<file path="src/rtl/core/pcr_pkg.sv">
// Shared types and constants for the pinch coordinate remap pipeline.
// Used by every module in rtl/core; depends on nothing else.
`timescale 1ns / 1ps
`default_nettype none

package pcr_pkg;

    // Largest frame dimension that is honored; larger settings act as this.
    localparam int MAX_DIM = 4096;
    // Default number of fraction bits in distance and scale.
    localparam int FRAC_BITS = 16;

    localparam int COORD_W = 12;
    localparam int DIM_W   = 13;
    localparam int AMT_W   = 16;
    localparam int DATA_W  = 16;
    localparam int IDX_W   = 2;
    // Doubled signed offset from the centre.
    localparam int OFF_W   = 15;
    // Width of the squared doubled radius.
    localparam int R2_W    = 26;

    typedef enum logic [IDX_W-1:0] {
        REG_AMOUNT = 2'd0,
        REG_WIDTH  = 2'd1,
        REG_HEIGHT = 2'd2
    } t_reg_idx;

    typedef struct packed {
        logic signed [AMT_W-1:0] amount;
        logic [DIM_W-1:0]        width;
        logic [DIM_W-1:0]        height;
    } t_cfg;

    // Data that rides along with an item through the root stages.
    typedef struct packed {
        logic                    in_unit;
        logic signed [OFF_W-1:0] x2;
        logic signed [OFF_W-1:0] y2;
    } t_side;

endpackage

`default_nettype wire

</file>
<file path="src/rtl/core/pcr_cfg.sv">
// Configuration registers with the effective frame dimensions.
// Depends on pcr_pkg.
`timescale 1ns / 1ps
`default_nettype none

module pcr_cfg (
    input  wire logic                        i_clk,
    input  wire logic                        i_rst_n,
    input  wire logic                        i_cfg_we,
    input  wire logic [pcr_pkg::IDX_W-1:0]   i_cfg_idx,
    input  wire logic [pcr_pkg::DATA_W-1:0]  i_cfg_data,
    output pcr_pkg::t_cfg                    o_cfg
);

    logic signed [pcr_pkg::AMT_W-1:0] r_amount;
    logic [pcr_pkg::DIM_W-1:0]        r_width;
    logic [pcr_pkg::DIM_W-1:0]        r_height;

    always_ff @(posedge i_clk) begin
        if (!i_rst_n) begin
            r_amount <= pcr_pkg::AMT_W'(16384);
            r_width  <= pcr_pkg::DIM_W'(640);
            r_height <= pcr_pkg::DIM_W'(480);
        end else if (i_cfg_we) begin
            case (i_cfg_idx)
                pcr_pkg::REG_AMOUNT: begin
                    r_amount <= i_cfg_data;
                end
                pcr_pkg::REG_WIDTH: begin
                    r_width <= i_cfg_data[pcr_pkg::DIM_W-1:0];
                end
                pcr_pkg::REG_HEIGHT: begin
                    r_height <= i_cfg_data[pcr_pkg::DIM_W-1:0];
                end
                default: begin
                end
            endcase
        end
    end

    // A zero dimension acts as one, an oversized one as the maximum.
    function automatic logic [pcr_pkg::DIM_W-1:0] eff_dim(input logic [pcr_pkg::DIM_W-1:0] v);
        logic [pcr_pkg::DIM_W-1:0] res;
        res = v;
        if (v == '0) begin
            res = pcr_pkg::DIM_W'(1);
        end else if (32'(v) > pcr_pkg::MAX_DIM) begin
            res = pcr_pkg::DIM_W'(pcr_pkg::MAX_DIM);
        end
        return res;
    endfunction

    always_comb begin
        o_cfg.amount = r_amount;
        o_cfg.width  = eff_dim(r_width);
        o_cfg.height = eff_dim(r_height);
    end

endmodule

`default_nettype wire

</file>
<file path="config.mk">
export PLATFORM = sky130hd
export DESIGN_NAME = pcr_cfg
export DESIGN_NICKNAME = d
export VERILOG_FILES = /design/src/rtl/core/pcr_pkg.sv /design/src/rtl/core/pcr_cfg.sv
export SDC_FILE = /design/constraint.sdc
export NUM_CORES = 1
export LEC_CHECK = 0
export ABC_AREA = 1
export BUFFER_PORTS_ARGS = -buffer_cell sky130_fd_sc_hd__buf_2
export CAP_MARGIN = 20
export CORE_MARGIN = 2
export CORE_UTILIZATION = 49
export CTS_CLUSTER_SIZE = 8
export DETAILED_ROUTE_END_ITERATION = 8
export PLACE_DENSITY = 0.79
export SLEW_MARGIN = 25
export SYNTH_ARGS = -nofsm -noshare
export SYNTH_HDL_FRONTEND = slang
export SYNTH_SLANG_ARGS = --single-unit
</file>
<file path="constraint.sdc">
create_clock -name i_clk -period 1.35 [get_ports i_clk]
set_input_delay 0.2025 -clock i_clk [delete_from_list [all_inputs] [get_ports i_clk]]
set_output_delay 0.2025 -clock i_clk [all_outputs]
set_load 0.01 [all_outputs]
</file>
==> summary.txt <==
GRT
  • First-pass GRT wire length: 7603 um
  • Pin count of the biggest net entering global routing: 34
  • Total gr overflow: 0
  • Total GRT Usage: 23.78%
  • Via count of the first global-routing pass: 1,692
  • Initial antenna violation count: 0

Floorplanning
  • Die outline height: 64.01 um
  • Core Area: 0.003390 sq mm
  • Initial Utilization: 52.05%
  • # IOs: 63
  • Rows: 21
  • Die width: 64.01 um
  • Full die area: 0.004097 sq mm

Place
  • Hpwl dp: 3233 um
  • Placed cell count: 354
  • I/O Buffers: 62
  • Worst slack, placed: 0.02531 ns
  • GP Congestion: 0.7883

Finish
  • N_diodes: 0
  • Nets: 340
  • Final core occ: 69.84%
  • # fillers: 303
  • Area of the multi-input gates: 868.3 sq um
  • Area growth syn-to-layout: 34.18%
  • FF/Latch Area: 850.8 sq um
  • Non-Filler Instances: 366
  • Layout cells sized above 1: 35.63%

Timing
  • Slew HR: 67.90%
  • Skew final: 0 ns
  • Minimum clock period: 1.686 ns
  • Worst-Margin Slew: 0.4815 ns
  • RSZ-0062 raised after global routing: yes
  • Slew Limit Fails: 0
  • Max Clk Rate: 0.5932 GHz
  • Final Hold Fails: 0
  • Setup slack after layout: -0.3357 ns
  • # setup viols final: 21
  • Final Cycle Share: 124.9%

Worst setup path
  • R2r endpoint: r_height[12]
  • Largest delay share family, worst path: flip-flops
  • WP depth: 6
  • Critical path fanouts, max: 6
  • CP cell instances: nor2_1 > nand2_1 > inv_1 > nand2_4 > a21oi_1 > buf_2
  • R2r setup slk: 0.55 ns
  • Worst reg-to-reg path cell count: 3
  • Arr. time, crit path: 1.48 ns
  • Reg-to-reg critical path startpoint: r_height[12]
  • Crit-path max cell delay: 0.33 ns
  • Crit path buf inv count: 2
  • Setup crit end kind: primary output
  • Slowest CP cell: dfxtp_1
  • Startpoint Class: flop
  • CP required: 1.15 ns
  • Critical path type: flop to primary output
  • Critical path endpoint: o_cfg[4]
  • Crit path launch: r_height[8]

Clock tree
  • CTS tree: done
  • Hold_buf cts: 0
  • Root Buffer: clkbuf_4
  • CTS H-Tree Depth: 2
  • CTS Buf Count: 5
  • Clock net sink count: 42
  • Worst-Skew Late Latency: 0.34 ns
  • Clock buffer depth: 2
  • Clk slew on worst S/H paths: 0.12 ns

Run
  • Max_cap viols: 0

Power
  • Switch share: 26.73%
  • Comb pwr share: 17.0%
  • Flop pwr share: 52.6%
  • Power Dens Cells: 1081 mW/mm^2
  • Clock power frac: 30.5%
  • LEAKAGE: 1.177 nW
  • P_sw: 0.6839 mW
  • Peak supply drop: 0.7179 mV
  • Internal power: 1.875 mW

Routing
  • Met2 WL post-DR: 2136 um
  • Initial drt markers: 60
  • Routed WL: 4483 um
  • M1 wire length: 1949 um
  • ANT nets after route: 0
  • Max Used Layer: met4
  • DR vias: 1,832
  • Vias per cell: 5.005
  • DRC violations left: 0
  • WL/cell: 12.25 um
  • Met3 WL: 327 um
  • Drt pass-1 iters: 4

Logic synthesis
  • Share of the yosys chip area belonging to registers: 47.66%
  • Synth Register Bits: 42
  • Yosys warns: 0
  • Netlist cell types: 15
  • Synth Cell Area: 0.001764 sq mm
  • Cells after synthesis: 248
  • Syn avg cell area: 7.114 sq um
  • Syn_nets: 269

Run status
  • Failing checks: negative setup slack
  • Outcome: finished, violations left

Worst hold path
  • Hold crit path type: input pin to flop
[flip-flops by register name, summed over array words and instances (netlist names)]
name      flops
r_amount     16
r_height     13
r_width      13
[stage by stage]
step / instance area [sq um] / power, mW / hold slack (ns) / setup TNS, ns
2_1_floorplan: 1764 / 1.595 / 0.3157 / 0
3_3_place_gp: 2156 / 1.757 / 0.4047 / 0
3_5_place_dp: 2156 / 1.765 / 0.4184 / 0
4_1_cts: 2290 / 2.544 / 0.03228 / -5.553
5_1_grt: 2367 / 2.690 / 0.04473 / -7.832
6_report: 2367 / 2.558 / 0.03763 / -5.739
[power by group through the flow]
stage	clock network (mW)	registers, mW	logic [mW]
after floorplan	0	1.38	0.220
after global placement	0	1.37	0.387
after detailed placement	0	1.37	0.393
after CTS	0.791	1.34	0.411
after global routing	0.852	1.35	0.484
final	0.780	1.34	0.434
[synth_stat cells]
master,instances,area [sq um]
a21boi_1,13,97.59
a21oi_1,17,85.08
buf_2,5,25.02
buf_6,1,11.26
clkbuf_1,8,30.03
clkinv_1,1,3.750
dfxtp_1,42,840.8
inv_1,15,56.30
inv_2,4,15.01
nand2_1,30,112.6
nand3_1,8,40.04
nand3_2,2,20.02
nor2_1,67,251.5
o21ai_0,1,5.000
o21ai_1,34,170.2
[worst min path at each step]
stage | cells after the start | from | slack (ns) | to
after floorplan | 2 | i_cfg_data[14] | 0.32 | r_amount[14]
after global placement | 3 | i_cfg_data[14] | 0.40 | r_amount[14]
after detailed placement | 3 | i_cfg_data[14] | 0.42 | r_amount[14]
after CTS | 3 | i_cfg_data[14] | 0.03 | r_amount[14]
after global routing | 3 | i_cfg_data[14] | 0.04 | r_amount[14]
final | 3 | i_cfg_data[14] | 0.04 | r_amount[14]
[placed cells by master, fill, tap and decap left out]
cell / count
buf_6: 2
nor2_1: 62
dfxtp_1: 36
a21oi_1: 14
dfxtp_2: 5
nor2_4: 3
a21boi_2: 4
a21oi_2: 3
inv_2: 4
clkinv_1: 1
buf_2: 61
bufinv_16: 1
nand3_2: 2
nand2_4: 2
o21ai_1: 34
clkinv_2: 2
clkbuf_4: 5
dfxtp_4: 1
o21ai_0: 1
nand2_1: 26
buf_4: 12
inv_1: 15
a21boi_1: 9
nor2_2: 2
nand2_2: 4
buf_12: 1
nand3_1: 8
[area by class of cell]
type / count / area share (%)
multi-input cells: 174 / 36.68
well taps: 46 / 2.431
flip-flops and latches: 42 / 35.94
inverters: 20 / 3.171
clock buffers: 5 / 1.586
clock inverters: 3 / 1.691
repair buffers: 76 / 18.50
[tightest hold or removal path, delay by kind of cell]
kind,cells,cell delay [ns]
buffers and inverters,1,0.08
and+or+nand+nor,2,0.09
[routing by layer]
metal,global-route usage [%],vias to the layer above
li1,-,943
met1,31.15,809
met2,37.76,72
met3,5.458,8
met4,9.511,0
met5,0,-
[timing repair]
item                                   in CTS  in global routing
endpoints found under the hold margin       0                  0
cloned                                      2                  0
pin swaps                                   2                  6
resized for setup                          10                 22
setup endpoints to repair                  23                 22
buffers inserted                            2                  0
[cells by family (layout without fill, tap and decap cells)]
family | after synthesis | after routing | share of synthesized area, %
compound gates | 65 | 65 | 20.28
buf+inv | 34 | 104 | 8.013
flops | 42 | 42 | 47.66
simple gates | 107 | 109 | 24.04
No activity file was read; power rests on OpenSTA's default activity.
