[src/rtl/core/pcr_pkg.sv]
// Shared types and constants for the pinch coordinate remap pipeline.
// Used by every module in rtl/core; depends on nothing else.
`timescale 1ns / 1ps
`default_nettype none

package pcr_pkg;

    // Largest frame dimension that is honored; larger settings act as this.
    localparam int MAX_DIM = 4096;
    // Default number of fraction bits in distance and scale.
    localparam int FRAC_BITS = 16;

    localparam int COORD_W = 12;
    localparam int DIM_W   = 13;
    localparam int AMT_W   = 16;
    localparam int DATA_W  = 16;
    localparam int IDX_W   = 2;
    // Doubled signed offset from the centre.
    localparam int OFF_W   = 15;
    // Width of the squared doubled radius.
    localparam int R2_W    = 26;

    typedef enum logic [IDX_W-1:0] {
        REG_AMOUNT = 2'd0,
        REG_WIDTH  = 2'd1,
        REG_HEIGHT = 2'd2
    } t_reg_idx;

    typedef struct packed {
        logic signed [AMT_W-1:0] amount;
        logic [DIM_W-1:0]        width;
        logic [DIM_W-1:0]        height;
    } t_cfg;

    // Data that rides along with an item through the root stages.
    typedef struct packed {
        logic                    in_unit;
        logic signed [OFF_W-1:0] x2;
        logic signed [OFF_W-1:0] y2;
    } t_side;

endpackage

`default_nettype wire

[src/rtl/core/pcr_div.sv]
// Restoring divider pipeline, one quotient bit per stage: S * 2^(2F) / R^2.
// Depends on pcr_pkg.
`timescale 1ns / 1ps
`default_nettype none

module pcr_div #(
    parameter int FRAC_BITS = pcr_pkg::FRAC_BITS
) (
    input  wire logic                        i_clk,
    input  wire logic                        i_rst_n,
    input  wire logic                        i_adv,
    input  wire logic                        i_valid,
    input  wire logic [pcr_pkg::R2_W-1:0]    i_rem,
    input  wire logic [pcr_pkg::R2_W-1:0]    i_r2,
    input  pcr_pkg::t_side                   i_side,
    output logic                             o_valid,
    output logic [2*FRAC_BITS-1:0]           o_quo,
    output pcr_pkg::t_side                   o_side
);

    localparam int N  = 2 * FRAC_BITS;
    localparam int RW = pcr_pkg::R2_W;

    logic                 w_valid [0:N-1];
    logic [RW-1:0]        w_rem   [0:N-1];
    logic [N-1:0]         w_quo   [0:N-1];
    pcr_pkg::t_side       w_side  [0:N-1];
    logic                 r_valid [0:N-1];
    logic [RW-1:0]        r_rem   [0:N-1];
    logic [N-1:0]         r_quo   [0:N-1];
    pcr_pkg::t_side       r_side  [0:N-1];

    assign w_valid[0] = i_valid;
    assign w_rem[0]   = i_rem;
    assign w_quo[0]   = '0;
    assign w_side[0]  = i_side;

    for (genvar k = 0; k < N; k++) begin : g_stage
        logic [RW:0]   n_trial;
        logic          n_ge;
        logic [RW-1:0] n_rem;

        if (k > 0) begin : g_link
            assign w_valid[k] = r_valid[k-1];
            assign w_rem[k]   = r_rem[k-1];
            assign w_quo[k]   = r_quo[k-1];
            assign w_side[k]  = r_side[k-1];
        end

        always_comb begin
            n_trial = {w_rem[k], 1'b0};
            n_ge    = (n_trial >= {1'b0, i_r2});
            n_rem   = n_ge ? RW'(n_trial - {1'b0, i_r2}) : n_trial[RW-1:0];
        end

        always_ff @(posedge i_clk) begin
            if (!i_rst_n) begin
                r_valid[k] <= 1'b0;
            end else if (i_adv) begin
                r_valid[k] <= w_valid[k];
            end
        end

        always_ff @(posedge i_clk) begin
            if (i_adv) begin
                r_rem[k]  <= n_rem;
                r_quo[k]  <= {w_quo[k][N-2:0], n_ge};
                r_side[k] <= w_side[k];
            end
        end
    end

    assign o_valid = r_valid[N-1];
    assign o_quo   = r_quo[N-1];
    assign o_side  = r_side[N-1];

endmodule

`default_nettype wire

[config.mk]
export PLATFORM = sky130hd
export DESIGN_NAME = pcr_div
export DESIGN_NICKNAME = d
export VERILOG_FILES = /design/src/rtl/core/pcr_pkg.sv /design/src/rtl/core/pcr_div.sv
export SDC_FILE = /design/constraint.sdc
export NUM_CORES = 2
export LEC_CHECK = 0
export BUFFER_PORTS_ARGS = -buffer_cell sky130_fd_sc_hd__buf_2
export CORE_AREA = 2 2 491 493
export DETAILED_ROUTE_END_ITERATION = 7
export DIE_AREA = 0 0 493 495
export PLACE_DENSITY_LB_ADDON = 0.15
export SETUP_SLACK_MARGIN = 0.5
export SLEW_MARGIN = 20
export SYNTH_ARGS = -nofsm -noshare
export SYNTH_HDL_FRONTEND = slang
export SYNTH_SLANG_ARGS = --single-unit
[constraint.sdc]
create_clock -name i_clk -period 7.8 [get_ports i_clk]
set_input_delay 2.34 -clock i_clk [delete_from_list [all_inputs] [get_ports i_clk]]
set_output_delay 2.34 -clock i_clk [all_outputs]
set_load 0.005 [all_outputs]
==> flow_summary.json <==
{
  "end_kind": "flop",
  "routed_wl_um": 265000,
  "swShare": 0.353,
  "p_switching_mw": 19.5,
  "setup_viol": 0,
  "syn_area_um2": 119000,
  "grt_pass1_vias": 71795,
  "antenna_found_initial": 12,
  "synth.largest_area_cell": "edfxtp_1",
  "viasPerCell": 5.75,
  "finalMaxSlewViolations": 0,
  "clock_sinks": 2358,
  "post_cts_resized": 0,
  "wl_per_cell_um": 20.5,
  "status": "complete, but fails checks",
  "holdBufCountCts": 0,
  "path_class": "input pin to flop",
  "fin_crit_ps": 6010,
  "violations": "DRC",
  "r2r_start": "r_rem[1][347]",
  "cp-start-kind": "input pin",
  "num_rows": 180,
  "cts_buffer_depth": 4,
  "p_seq_frac": 0.364,
  "synth.distinct_cells": 94,
  "syn_nets": 10160,
  "hp-start": "r_side[1][197]",
  "hold_violations": 0,
  "hold_path_depth": 0,
  "clock.fmax_ghz": 0.166,
  "drc_errors": 18,
  "maxCapViolCount": 0,
  "synth_seq_cells": 2358,
  "cts_tree": "built",
  "hpwl_um": 184000,
  "critPathRequiredTime_ps": 8430,
  "vias": 74346,
  "p_leak_nw": 50.3,
  "cp_max_fo": 27,
  "r2r_slack_ps": 3600,
  "first_iter_violations": 5859,
  "combPwrFrac": 0.419,
  "arrival_ps": 6650,
  "die_area_um2": 244000,
  "htreeDepth": 5,
  "die_h_um": 495,
  "postCtsSetupBuffers": 0,
  "min_period_over_period": 0.771,
  "cts_made_buffers": 274,
  "syn_avg_cell_area_um2": 12.9,
  "grt_usage": 0.213,
  "ys_seq_area_frac": 0.595,
  "start_util": 0.498,
  "fill_cells": 19653,
  "postSynth.asyncResetShare": 0,
  "synth_area_leaders": "edfxtp_1, ha_1, mux2_2",
  "p_int_mw": 35.8,
  "place.gp.congestion": 0.920,
  "syn2layout_area_growth_pct": 11.5,
  "tns_ps": 0,
  "clkSlewWorstSetupHoldPaths_ps": 60,
  "synth_top_area_frac": 0.594,
  "grt_start_max_net_pins": 191,
  "hold_class": "flop to flop",
  "rsz0062_at_grt": "false",
  "worst_clock_skew_ps": 55.8,
  "power_mw": 55.3,
  "holdPathEnd": "r_side[1][228]",
  "power.share.clock": 0.217,
  "drive_above_1_share": 0.115,
  "synth_edf_count": 2357,
  "ys_warn_count": 0,
  "synth_top_flop_cell": "edfxtp_1",
  "gr-total-overflow": 0,
  "clk_latency_ps": 940,
  "netlist_instances": 9211,
  "fin_nets": 10500,
  "worstReg2RegEnd": "r_rem[1][382]",
  "tightest_slew_ps": 1090,
  "drt-pass1-iter-count": 8,
  "ant_nets": 0,
  "dieWidth_um": 493,
  "worst-r2r-cell-count": 11,
  "root_buffer": "clkbuf_16",
  "ioPinCount": 151,
  "grt_pass1_wl_um": 409000,
  "vdd_drop_max_uv": 232,
  "port_buffers": 150,
  "core_area_um2": 239000,
  "relSlewSlack": 0.275,
  "powerDensity_nw_per_um2": 417
}
[layout make-up]
class,count,area (µm²),area share
inverter,216,817,0.00616
clock inverter,121,1120,0.00846
clock buffer,338,7210,0.0543
tap,3185,3990,0.0300
timing repair buffer,308,2280,0.0172
sequential,2358,70800,0.533
multi-input combinational,6393,46500,0.350
antenna,2,5.00,0.0000377
[Yosys cell counts, types with 21 or more instances]
cell type  instances
a211oi_1          74
o211ai_1          27
and3_1            96
edfxtp_1        2357
nor3_1           105
buf_4             38
o21ai_0          655
xnor2_1          383
nor2b_1          101
nand3_1          134
fa_1              31
buf_2             31
a221o_1           21
nand2_1          690
mux2_2           348
o31ai_1           50
or3_1             23
and2_1            51
inv_1            216
o21bai_1         108
o21a_1           105
a221oi_1          22
nor2_1           438
clkbuf_1         161
nor4_1            23
a21oi_1          732
a211o_1           24
a31oi_1           79
xor2_1           289
ha_1             831
nand2b_1          98
nand4_1          103
a21boi_0          21
a21o_1           359
[state kept, by name (all words and copies together) (netlist names)]
signal and count:
r_side 992, r_rem 806, r_quo 528, r_valid 32
[how the worst max path moves through the flow]
stage                     to  depth (start not counted)     from  slack (ps)
4_1_cts        r_rem[1][285]                         15  i_r2[1]        1880
3_5_place_dp   r_rem[1][267]                         15  i_r2[1]         920
2_1_floorplan  r_rem[1][362]                         16  i_r2[0]         540
3_3_place_gp   r_rem[1][157]                         15  i_r2[1]         930
6_report       r_rem[1][163]                         15  i_r2[1]        1790
5_1_grt        r_rem[1][330]                         14  i_r2[1]        1470
[critical path: stages]
cell	delay, ps
buf_2	100
clkinvlp_4	410
buf_12	340
ha_1	330
nor2b_1	150
o31a_1	320
o311ai_1	470
a21oi_1	180
o31ai_1	400
o21ai_1	210
o2111ai_1	240
nand2b_1	130
a211oi_4	230
buf_4	350
mux2_2	390
[logic make-up after synthesis]
logic type | count (synthesis) | share of synthesized area
XOR/XNOR | 672 | 0.0494
adder cells (fa/ha/maj) | 862 | 0.0925
flip-flops | 2358 | 0.595
AO/OA/AOI/OAI | 2524 | 0.134
multiplexers | 374 | 0.0353
buffers and inverters | 460 | 0.0163
AND/OR/NAND/NOR | 1961 | 0.0782
[power groups by stage]
stage | logic [mW] | registers [mW] | clock network, mW
2_1_floorplan | 18.0 | 19.3 | 0
3_3_place_gp | 22.4 | 20.4 | 0
6_report | 23.2 | 20.1 | 12.0
4_1_cts | 23.0 | 20.1 | 12.4
3_5_place_dp | 22.8 | 20.3 | 0
5_1_grt | 25.8 | 20.4 | 12.9
[metal layers]
layer / vias up / part of all wire / GRT usage
li1: 35983 / - / -
met1: 36083 / 0.46 / 0.305
met2: 1823 / 0.45 / 0.332
met3: 455 / 0.052 / 0.0339
met4: 2 / 0.030 / 0.0685
met5: - / 0.000045 / 0
[through the flow]
stage | instances | utilization | hold WS [ps] | area (µm²) | setup WS (ps)
global route | 12920 | 0.555 | 390 | 133000 | 1470
detailed placement | 12459 | 0.520 | 405 | 124000 | 917
CTS | 12918 | 0.555 | 382 | 133000 | 1880
finish | 12921 | 0.555 | 378 | 133000 | 1790
global placement | 12459 | 0.520 | 400 | 124000 | 935
floorplan | 9211 | - | 400 | 119000 | 543
[layout by cell type, fill, tap and decap left out, types with 190 or more instances in the layout]
cell / netlist / final
a21o_1: 359 / 359
a21oi_1: 732 / 727
clkbuf_16: 0 / 279
edfxtp_1: 2357 / 2357
ha_1: 831 / 831
inv_1: 216 / 190
mux2_2: 348 / 348
nand2_1: 690 / 690
nor2_1: 438 / 437
o21ai_0: 655 / 655
xnor2_1: 383 / 383
xor2_1: 289 / 289
Power figures use the tool's default switching activity.
