File: src/rtl/core/pcr_pkg.sv
// Shared types and constants for the pinch coordinate remap pipeline.
// Used by every module in rtl/core; depends on nothing else.
`timescale 1ns / 1ps
`default_nettype none

package pcr_pkg;

    // Largest frame dimension that is honored; larger settings act as this.
    localparam int MAX_DIM = 4096;
    // Default number of fraction bits in distance and scale.
    localparam int FRAC_BITS = 16;

    localparam int COORD_W = 12;
    localparam int DIM_W   = 13;
    localparam int AMT_W   = 16;
    localparam int DATA_W  = 16;
    localparam int IDX_W   = 2;
    // Doubled signed offset from the centre.
    localparam int OFF_W   = 15;
    // Width of the squared doubled radius.
    localparam int R2_W    = 26;

    typedef enum logic [IDX_W-1:0] {
        REG_AMOUNT = 2'd0,
        REG_WIDTH  = 2'd1,
        REG_HEIGHT = 2'd2
    } t_reg_idx;

    typedef struct packed {
        logic signed [AMT_W-1:0] amount;
        logic [DIM_W-1:0]        width;
        logic [DIM_W-1:0]        height;
    } t_cfg;

    // Data that rides along with an item through the root stages.
    typedef struct packed {
        logic                    in_unit;
        logic signed [OFF_W-1:0] x2;
        logic signed [OFF_W-1:0] y2;
    } t_side;

endpackage

`default_nettype wire

File: src/rtl/core/pcr_sqrt.sv
// Integer square root pipeline, one root bit per stage (two radicand bits).
// Depends on pcr_pkg.
`timescale 1ns / 1ps
`default_nettype none

module pcr_sqrt #(
    parameter int FRAC_BITS = pcr_pkg::FRAC_BITS
) (
    input  wire logic                        i_clk,
    input  wire logic                        i_rst_n,
    input  wire logic                        i_adv,
    input  wire logic                        i_valid,
    input  wire logic [2*FRAC_BITS-1:0]      i_rad,
    input  pcr_pkg::t_side                   i_side,
    output logic                             o_valid,
    output logic [FRAC_BITS-1:0]             o_root,
    output pcr_pkg::t_side                   o_side
);

    localparam int N  = FRAC_BITS;
    localparam int RW = FRAC_BITS + 2;

    logic                 w_valid [0:N-1];
    logic [2*N-1:0]       w_rad   [0:N-1];
    logic [RW-1:0]        w_rem   [0:N-1];
    logic [N-1:0]         w_root  [0:N-1];
    pcr_pkg::t_side       w_side  [0:N-1];
    logic                 r_valid [0:N-1];
    logic [2*N-1:0]       r_rad   [0:N-1];
    logic [RW-1:0]        r_rem   [0:N-1];
    logic [N-1:0]         r_root  [0:N-1];
    pcr_pkg::t_side       r_side  [0:N-1];

    assign w_valid[0] = i_valid;
    assign w_rad[0]   = i_rad;
    assign w_rem[0]   = '0;
    assign w_root[0]  = '0;
    assign w_side[0]  = i_side;

    for (genvar k = 0; k < N; k++) begin : g_stage
        logic [RW+1:0] n_sh;
        logic [RW+1:0] n_trial;
        logic          n_ge;

        if (k > 0) begin : g_link
            assign w_valid[k] = r_valid[k-1];
            assign w_rad[k]   = r_rad[k-1];
            assign w_rem[k]   = r_rem[k-1];
            assign w_root[k]  = r_root[k-1];
            assign w_side[k]  = r_side[k-1];
        end

        // Stage k brings down the radicand bit pair counted from the top.
        always_comb begin
            n_sh    = {w_rem[k], w_rad[k][2*(N-1-k)+1 -: 2]};
            n_trial = (RW+2)'({w_root[k], 2'b01});
            n_ge    = (n_sh >= n_trial);
        end

        always_ff @(posedge i_clk) begin
            if (!i_rst_n) begin
                r_valid[k] <= 1'b0;
            end else if (i_adv) begin
                r_valid[k] <= w_valid[k];
            end
        end

        always_ff @(posedge i_clk) begin
            if (i_adv) begin
                r_rad[k]  <= w_rad[k];
                r_rem[k]  <= n_ge ? RW'(n_sh - n_trial) : RW'(n_sh);
                r_root[k] <= {w_root[k][N-2:0], n_ge};
                r_side[k] <= w_side[k];
            end
        end
    end

    assign o_valid = r_valid[N-1];
    assign o_root  = r_root[N-1];
    assign o_side  = r_side[N-1];

endmodule

`default_nettype wire
File: config.mk
export PLATFORM = sky130hd
export DESIGN_NAME = pcr_sqrt
export DESIGN_NICKNAME = d
export VERILOG_FILES = /design/src/rtl/core/pcr_pkg.sv /design/src/rtl/core/pcr_sqrt.sv
export SDC_FILE = /design/constraint.sdc
export NUM_CORES = 1
export LEC_CHECK = 0
export ABC_AREA = 1
export BUFFER_PORTS_ARGS = -buffer_cell sky130_fd_sc_hd__buf_2
export CAP_MARGIN = 40
export CORE_MARGIN = 5
export CORE_UTILIZATION = 54
export DETAILED_ROUTE_END_ITERATION = 8
export HOLD_SLACK_MARGIN = 0.02
export MAX_ROUTING_LAYER = met4
export PLACE_DENSITY = 0.7
export SLEW_MARGIN = 25
export SYNTH_ARGS = -nofsm -noshare
export SYNTH_HDL_FRONTEND = slang
export SYNTH_SLANG_ARGS = --single-unit
File: constraint.sdc
create_clock -name i_clk -period 3.68 [get_ports i_clk]
set_input_delay 0.368 -clock i_clk [delete_from_list [all_inputs] [get_ports i_clk]]
set_output_delay 0.368 -clock i_clk [all_outputs]
set_load 0.03 [all_outputs]
==> results.py <==
metrics = {
    "status": {
        "status": "finished, final reports clean",
    },
    "clocking": {
        "cts_max_level": 3,
        "cts_root_buf": "clkbuf_16",
        "tritoncts": "done",
        "cts.clk_slew.worst_paths_ps": 60,
        "cts_sinks": 1138,
        "cts_setup_buffers": 0,
        "numCtsBuffers": 114,
        "clk_latency_ps": 730,
        "cts_buffer_depth": 3,
        "cts_resized": 0,
    },
    "drt": {
        "wl_um": 85880,
        "ant_nets": 0,
        "num_vias": 27250,
        "dr.first_iter.drc_count": 1752,
        "wl_per_cell_um": 15.87,
        "via_per_inst": 5.034,
        "drtPass1Iterations": 7,
        "drc": 0,
    },
    "sta": {
        "tns_ps": 0,
        "clock.fmax_ghz": 0.3895,
        "slew_headroom_pct": 48.51,
        "finalSetupViolCount": 0,
        "rsz0062_at_grt": "false",
        "fin_crit_sh_pct": 69.77,
        "setup_ws_ps": 1112,
        "fin_crit_ps": 2568,
        "slew_viol_final": 0,
        "clock_skew_ps": 61.86,
        "final_hold_viol_count": 0,
        "tightest_slew_ps": 770.6,
    },
    "floorplan": {
        "initial_core_util_pct": 54.52,
        "die_x_um": 308.9,
        "io_pins": 115,
        "rows": 109,
        "dieHeight_um": 308.9,
        "core_area_um2": 88510,
        "die_area_um2": 95440,
    },
    "worst_setup_path": {
        "crit_type": "reg -> reg",
        "worstSetupEndpointType": "flop",
        "path_max_fanout": 16,
        "crit_required_ps": 4150,
        "slowest_delay_ps": 530,
        "cp_cell_sequence": "ha_1, a21oi_1, o21ai_1, a21boi_2, nand3_2, nor2_8, o21ai_0",
        "cp-start-kind": "flop",
        "arrival_ps": 3040,
        "slowest_stage": "a21boi_2",
    },
    "place": {
        "place_ws_ps": 1143,
        "io_buffer_count": 114,
        "gp_congestion": 0.8681,
        "placed_cells": 5132,
        "dp_hpwl_um": 60210,
    },
    "synthesis": {
        "synthMostInstantiatedCell": "edfxtp_1",
        "synthCells": 3843,
        "synth_top_cell_by_area": "edfxtp_1",
        "ys_top_cells_by_area": "edfxtp_1 (71%), nand2_1 (7.0%), ha_1 (4.0%)",
        "syn_area_um2": 48250,
        "ys.flop_type": "edfxtp_1",
        "ys_seq_elements": 1138,
        "synth_edf_count": 1137,
        "synth_top_cell_area_share_pct": 70.76,
        "synth_nets": 4063,
        "ys_async_sr_fraction_pct": 0,
        "yosys-top-cells-count": "edfxtp_1 (1137), nand2_1 (896), inv_1 (494)",
        "yosysSeqAreaShare_pct": 70.80,
        "synthDistinctLibCells": 51,
        "synth_warnings": 0,
        "synth.avg_cell_area_um2": 12.56,
    },
    "power_and_ir_drop": {
        "leakagePower_nw": 22.12,
        "p_per_area_nw_per_um2": 572.1,
        "ir_drop_mv": 0.4097,
    },
    "global_route": {
        "gr-usage-all-layers_pct": 18.83,
        "grt_pass1_wl_um": 138900,
        "antenna_found_initial": 1,
        "grt_max_degree": 100,
        "grt_pass1_vias": 27240,
        "gr-total-overflow": 0,
    },
    "layout": {
        "finalNonFillerCells": 5412,
        "drive_above_1_share_pct": 13.21,
        "final_nets": 4369,
        "synthToLayoutAreaGrowth_pct": 14.12,
        "nFillCells": 6776,
    },
    "min_path": {
        "hold_class": "in -> reg",
    },
    "run": {
        "max_cap_viol_count": 0,
    },
}
==> report_power, final <==
group          total [mW]  internal [mW]  switching, mW
Combinational        3.59           1.26           2.33
Sequential           16.0           15.5          0.486
Clock                11.9           7.01           4.89
Total                31.5           23.8           7.70
==> logic make-up after synthesis <==
group / share of synthesized area, %
XOR/XNOR: 1.742
flip-flops: 70.80
buffers and inverters: 4.597
AO/OA/AOI/OAI: 4.566
other: 0.007771
adder cells (fa/ha/maj): 3.967
AND/OR/NAND/NOR: 14.32
==> stage by stage <==
| stage | hold WS (ps) | instance area [um2] | utilization, % | power, mW |
|---|---|---|---|---|
| after floorplan | 400.3 | 48250 | - | 18.61 |
| after global placement | 400.1 | 50450 | 57.00 | 19.77 |
| after detailed placement | 404.5 | 50450 | 57.00 | 19.83 |
| after CTS | 149.0 | 55070 | 62.21 | 31.89 |
| after global routing | 175.6 | 55070 | 62.22 | 33.06 |
| final | 190.5 | 55070 | 62.22 | 31.50 |
==> path summary, 6_finish.rpt <==
kind	slack, ps	cells past startpoint	start	to
max reg2reg	1110	7	r_rem[2][1]	r_rem[3][5]
min reg2reg	390	0	r_rad[0][4]	r_rad[1][4]
max	1110	7	r_rem[2][1]	r_rem[3][5]
min	190	1	i_adv	r_rad[0][8]
==> what timing repair did <==
action                                 in CTS  in global routing
setup endpoints to repair                   0                  0
hold buffers                               66                  0
endpoints found under the hold margin      66                  0
==> layer usage <==
metal	GRT usage (%)	vias up	routed length, um
met5	-	-	0
met4	7.460	0	3268
met3	2.718	195	3167
met2	31.86	501	42860
met1	23.18	12720	36580
li1	-	13830	-
==> final cells by class <==
| cell class | instances | area (um2) | share of cell area [%] |
|---|---|---|---|
| timing repair buffer | 216 | 1662 | 3.017 |
| sequential | 1138 | 34160 | 62.04 |
| tap | 1165 | 1458 | 2.647 |
| clock inverter | 86 | 1056 | 1.918 |
| multi-input combinational | 2161 | 11870 | 21.56 |
| antenna | 1 | 2.502 | 0.004544 |
| clock buffer | 127 | 2902 | 5.269 |
| inverter | 518 | 1954 | 3.549 |
==> cells in the final DEF, fill, tap and decap left out, types with 9 or more instances in the layout <==
cell / count
dlygate4sd3_1: 66
nor2_4: 9
clkinv_2: 15
xnor2_1: 43
nand2_1: 896
a21oi_2: 73
buf_2: 113
buf_4: 24
clkinv_1: 25
ha_1: 153
o21ai_0: 81
inv_6: 12
xor2_1: 53
nor3_1: 31
nand2_2: 36
nor2_1: 258
a21oi_1: 97
clkbuf_1: 13
o21ai_2: 47
inv_1: 494
clkbuf_16: 114
bufinv_16: 18
nand3_1: 199
nand4_1: 59
edfxtp_1: 1137
inv_2: 21
nor2_2: 17
nand3b_1: 28
buf_12: 12
o21ai_1: 16
==> critical path, delay by kind of cell, from the launching register on <==
| kind | cells | cell delay (ps) |
|---|---|---|
| and+or+nand+nor | 2 | 580 |
| AOI/OAI and AO/OA | 4 | 960 |
| DFF | 1 | 390 |
| adders and majority gates | 1 | 370 |
==> state kept, by name, summed over array words and instances, names as in the netlist <==
name,cells
r_rem,250
r_root,136
r_valid,16
r_side,496
r_rad,240
Power figures use the tool's default switching activity.
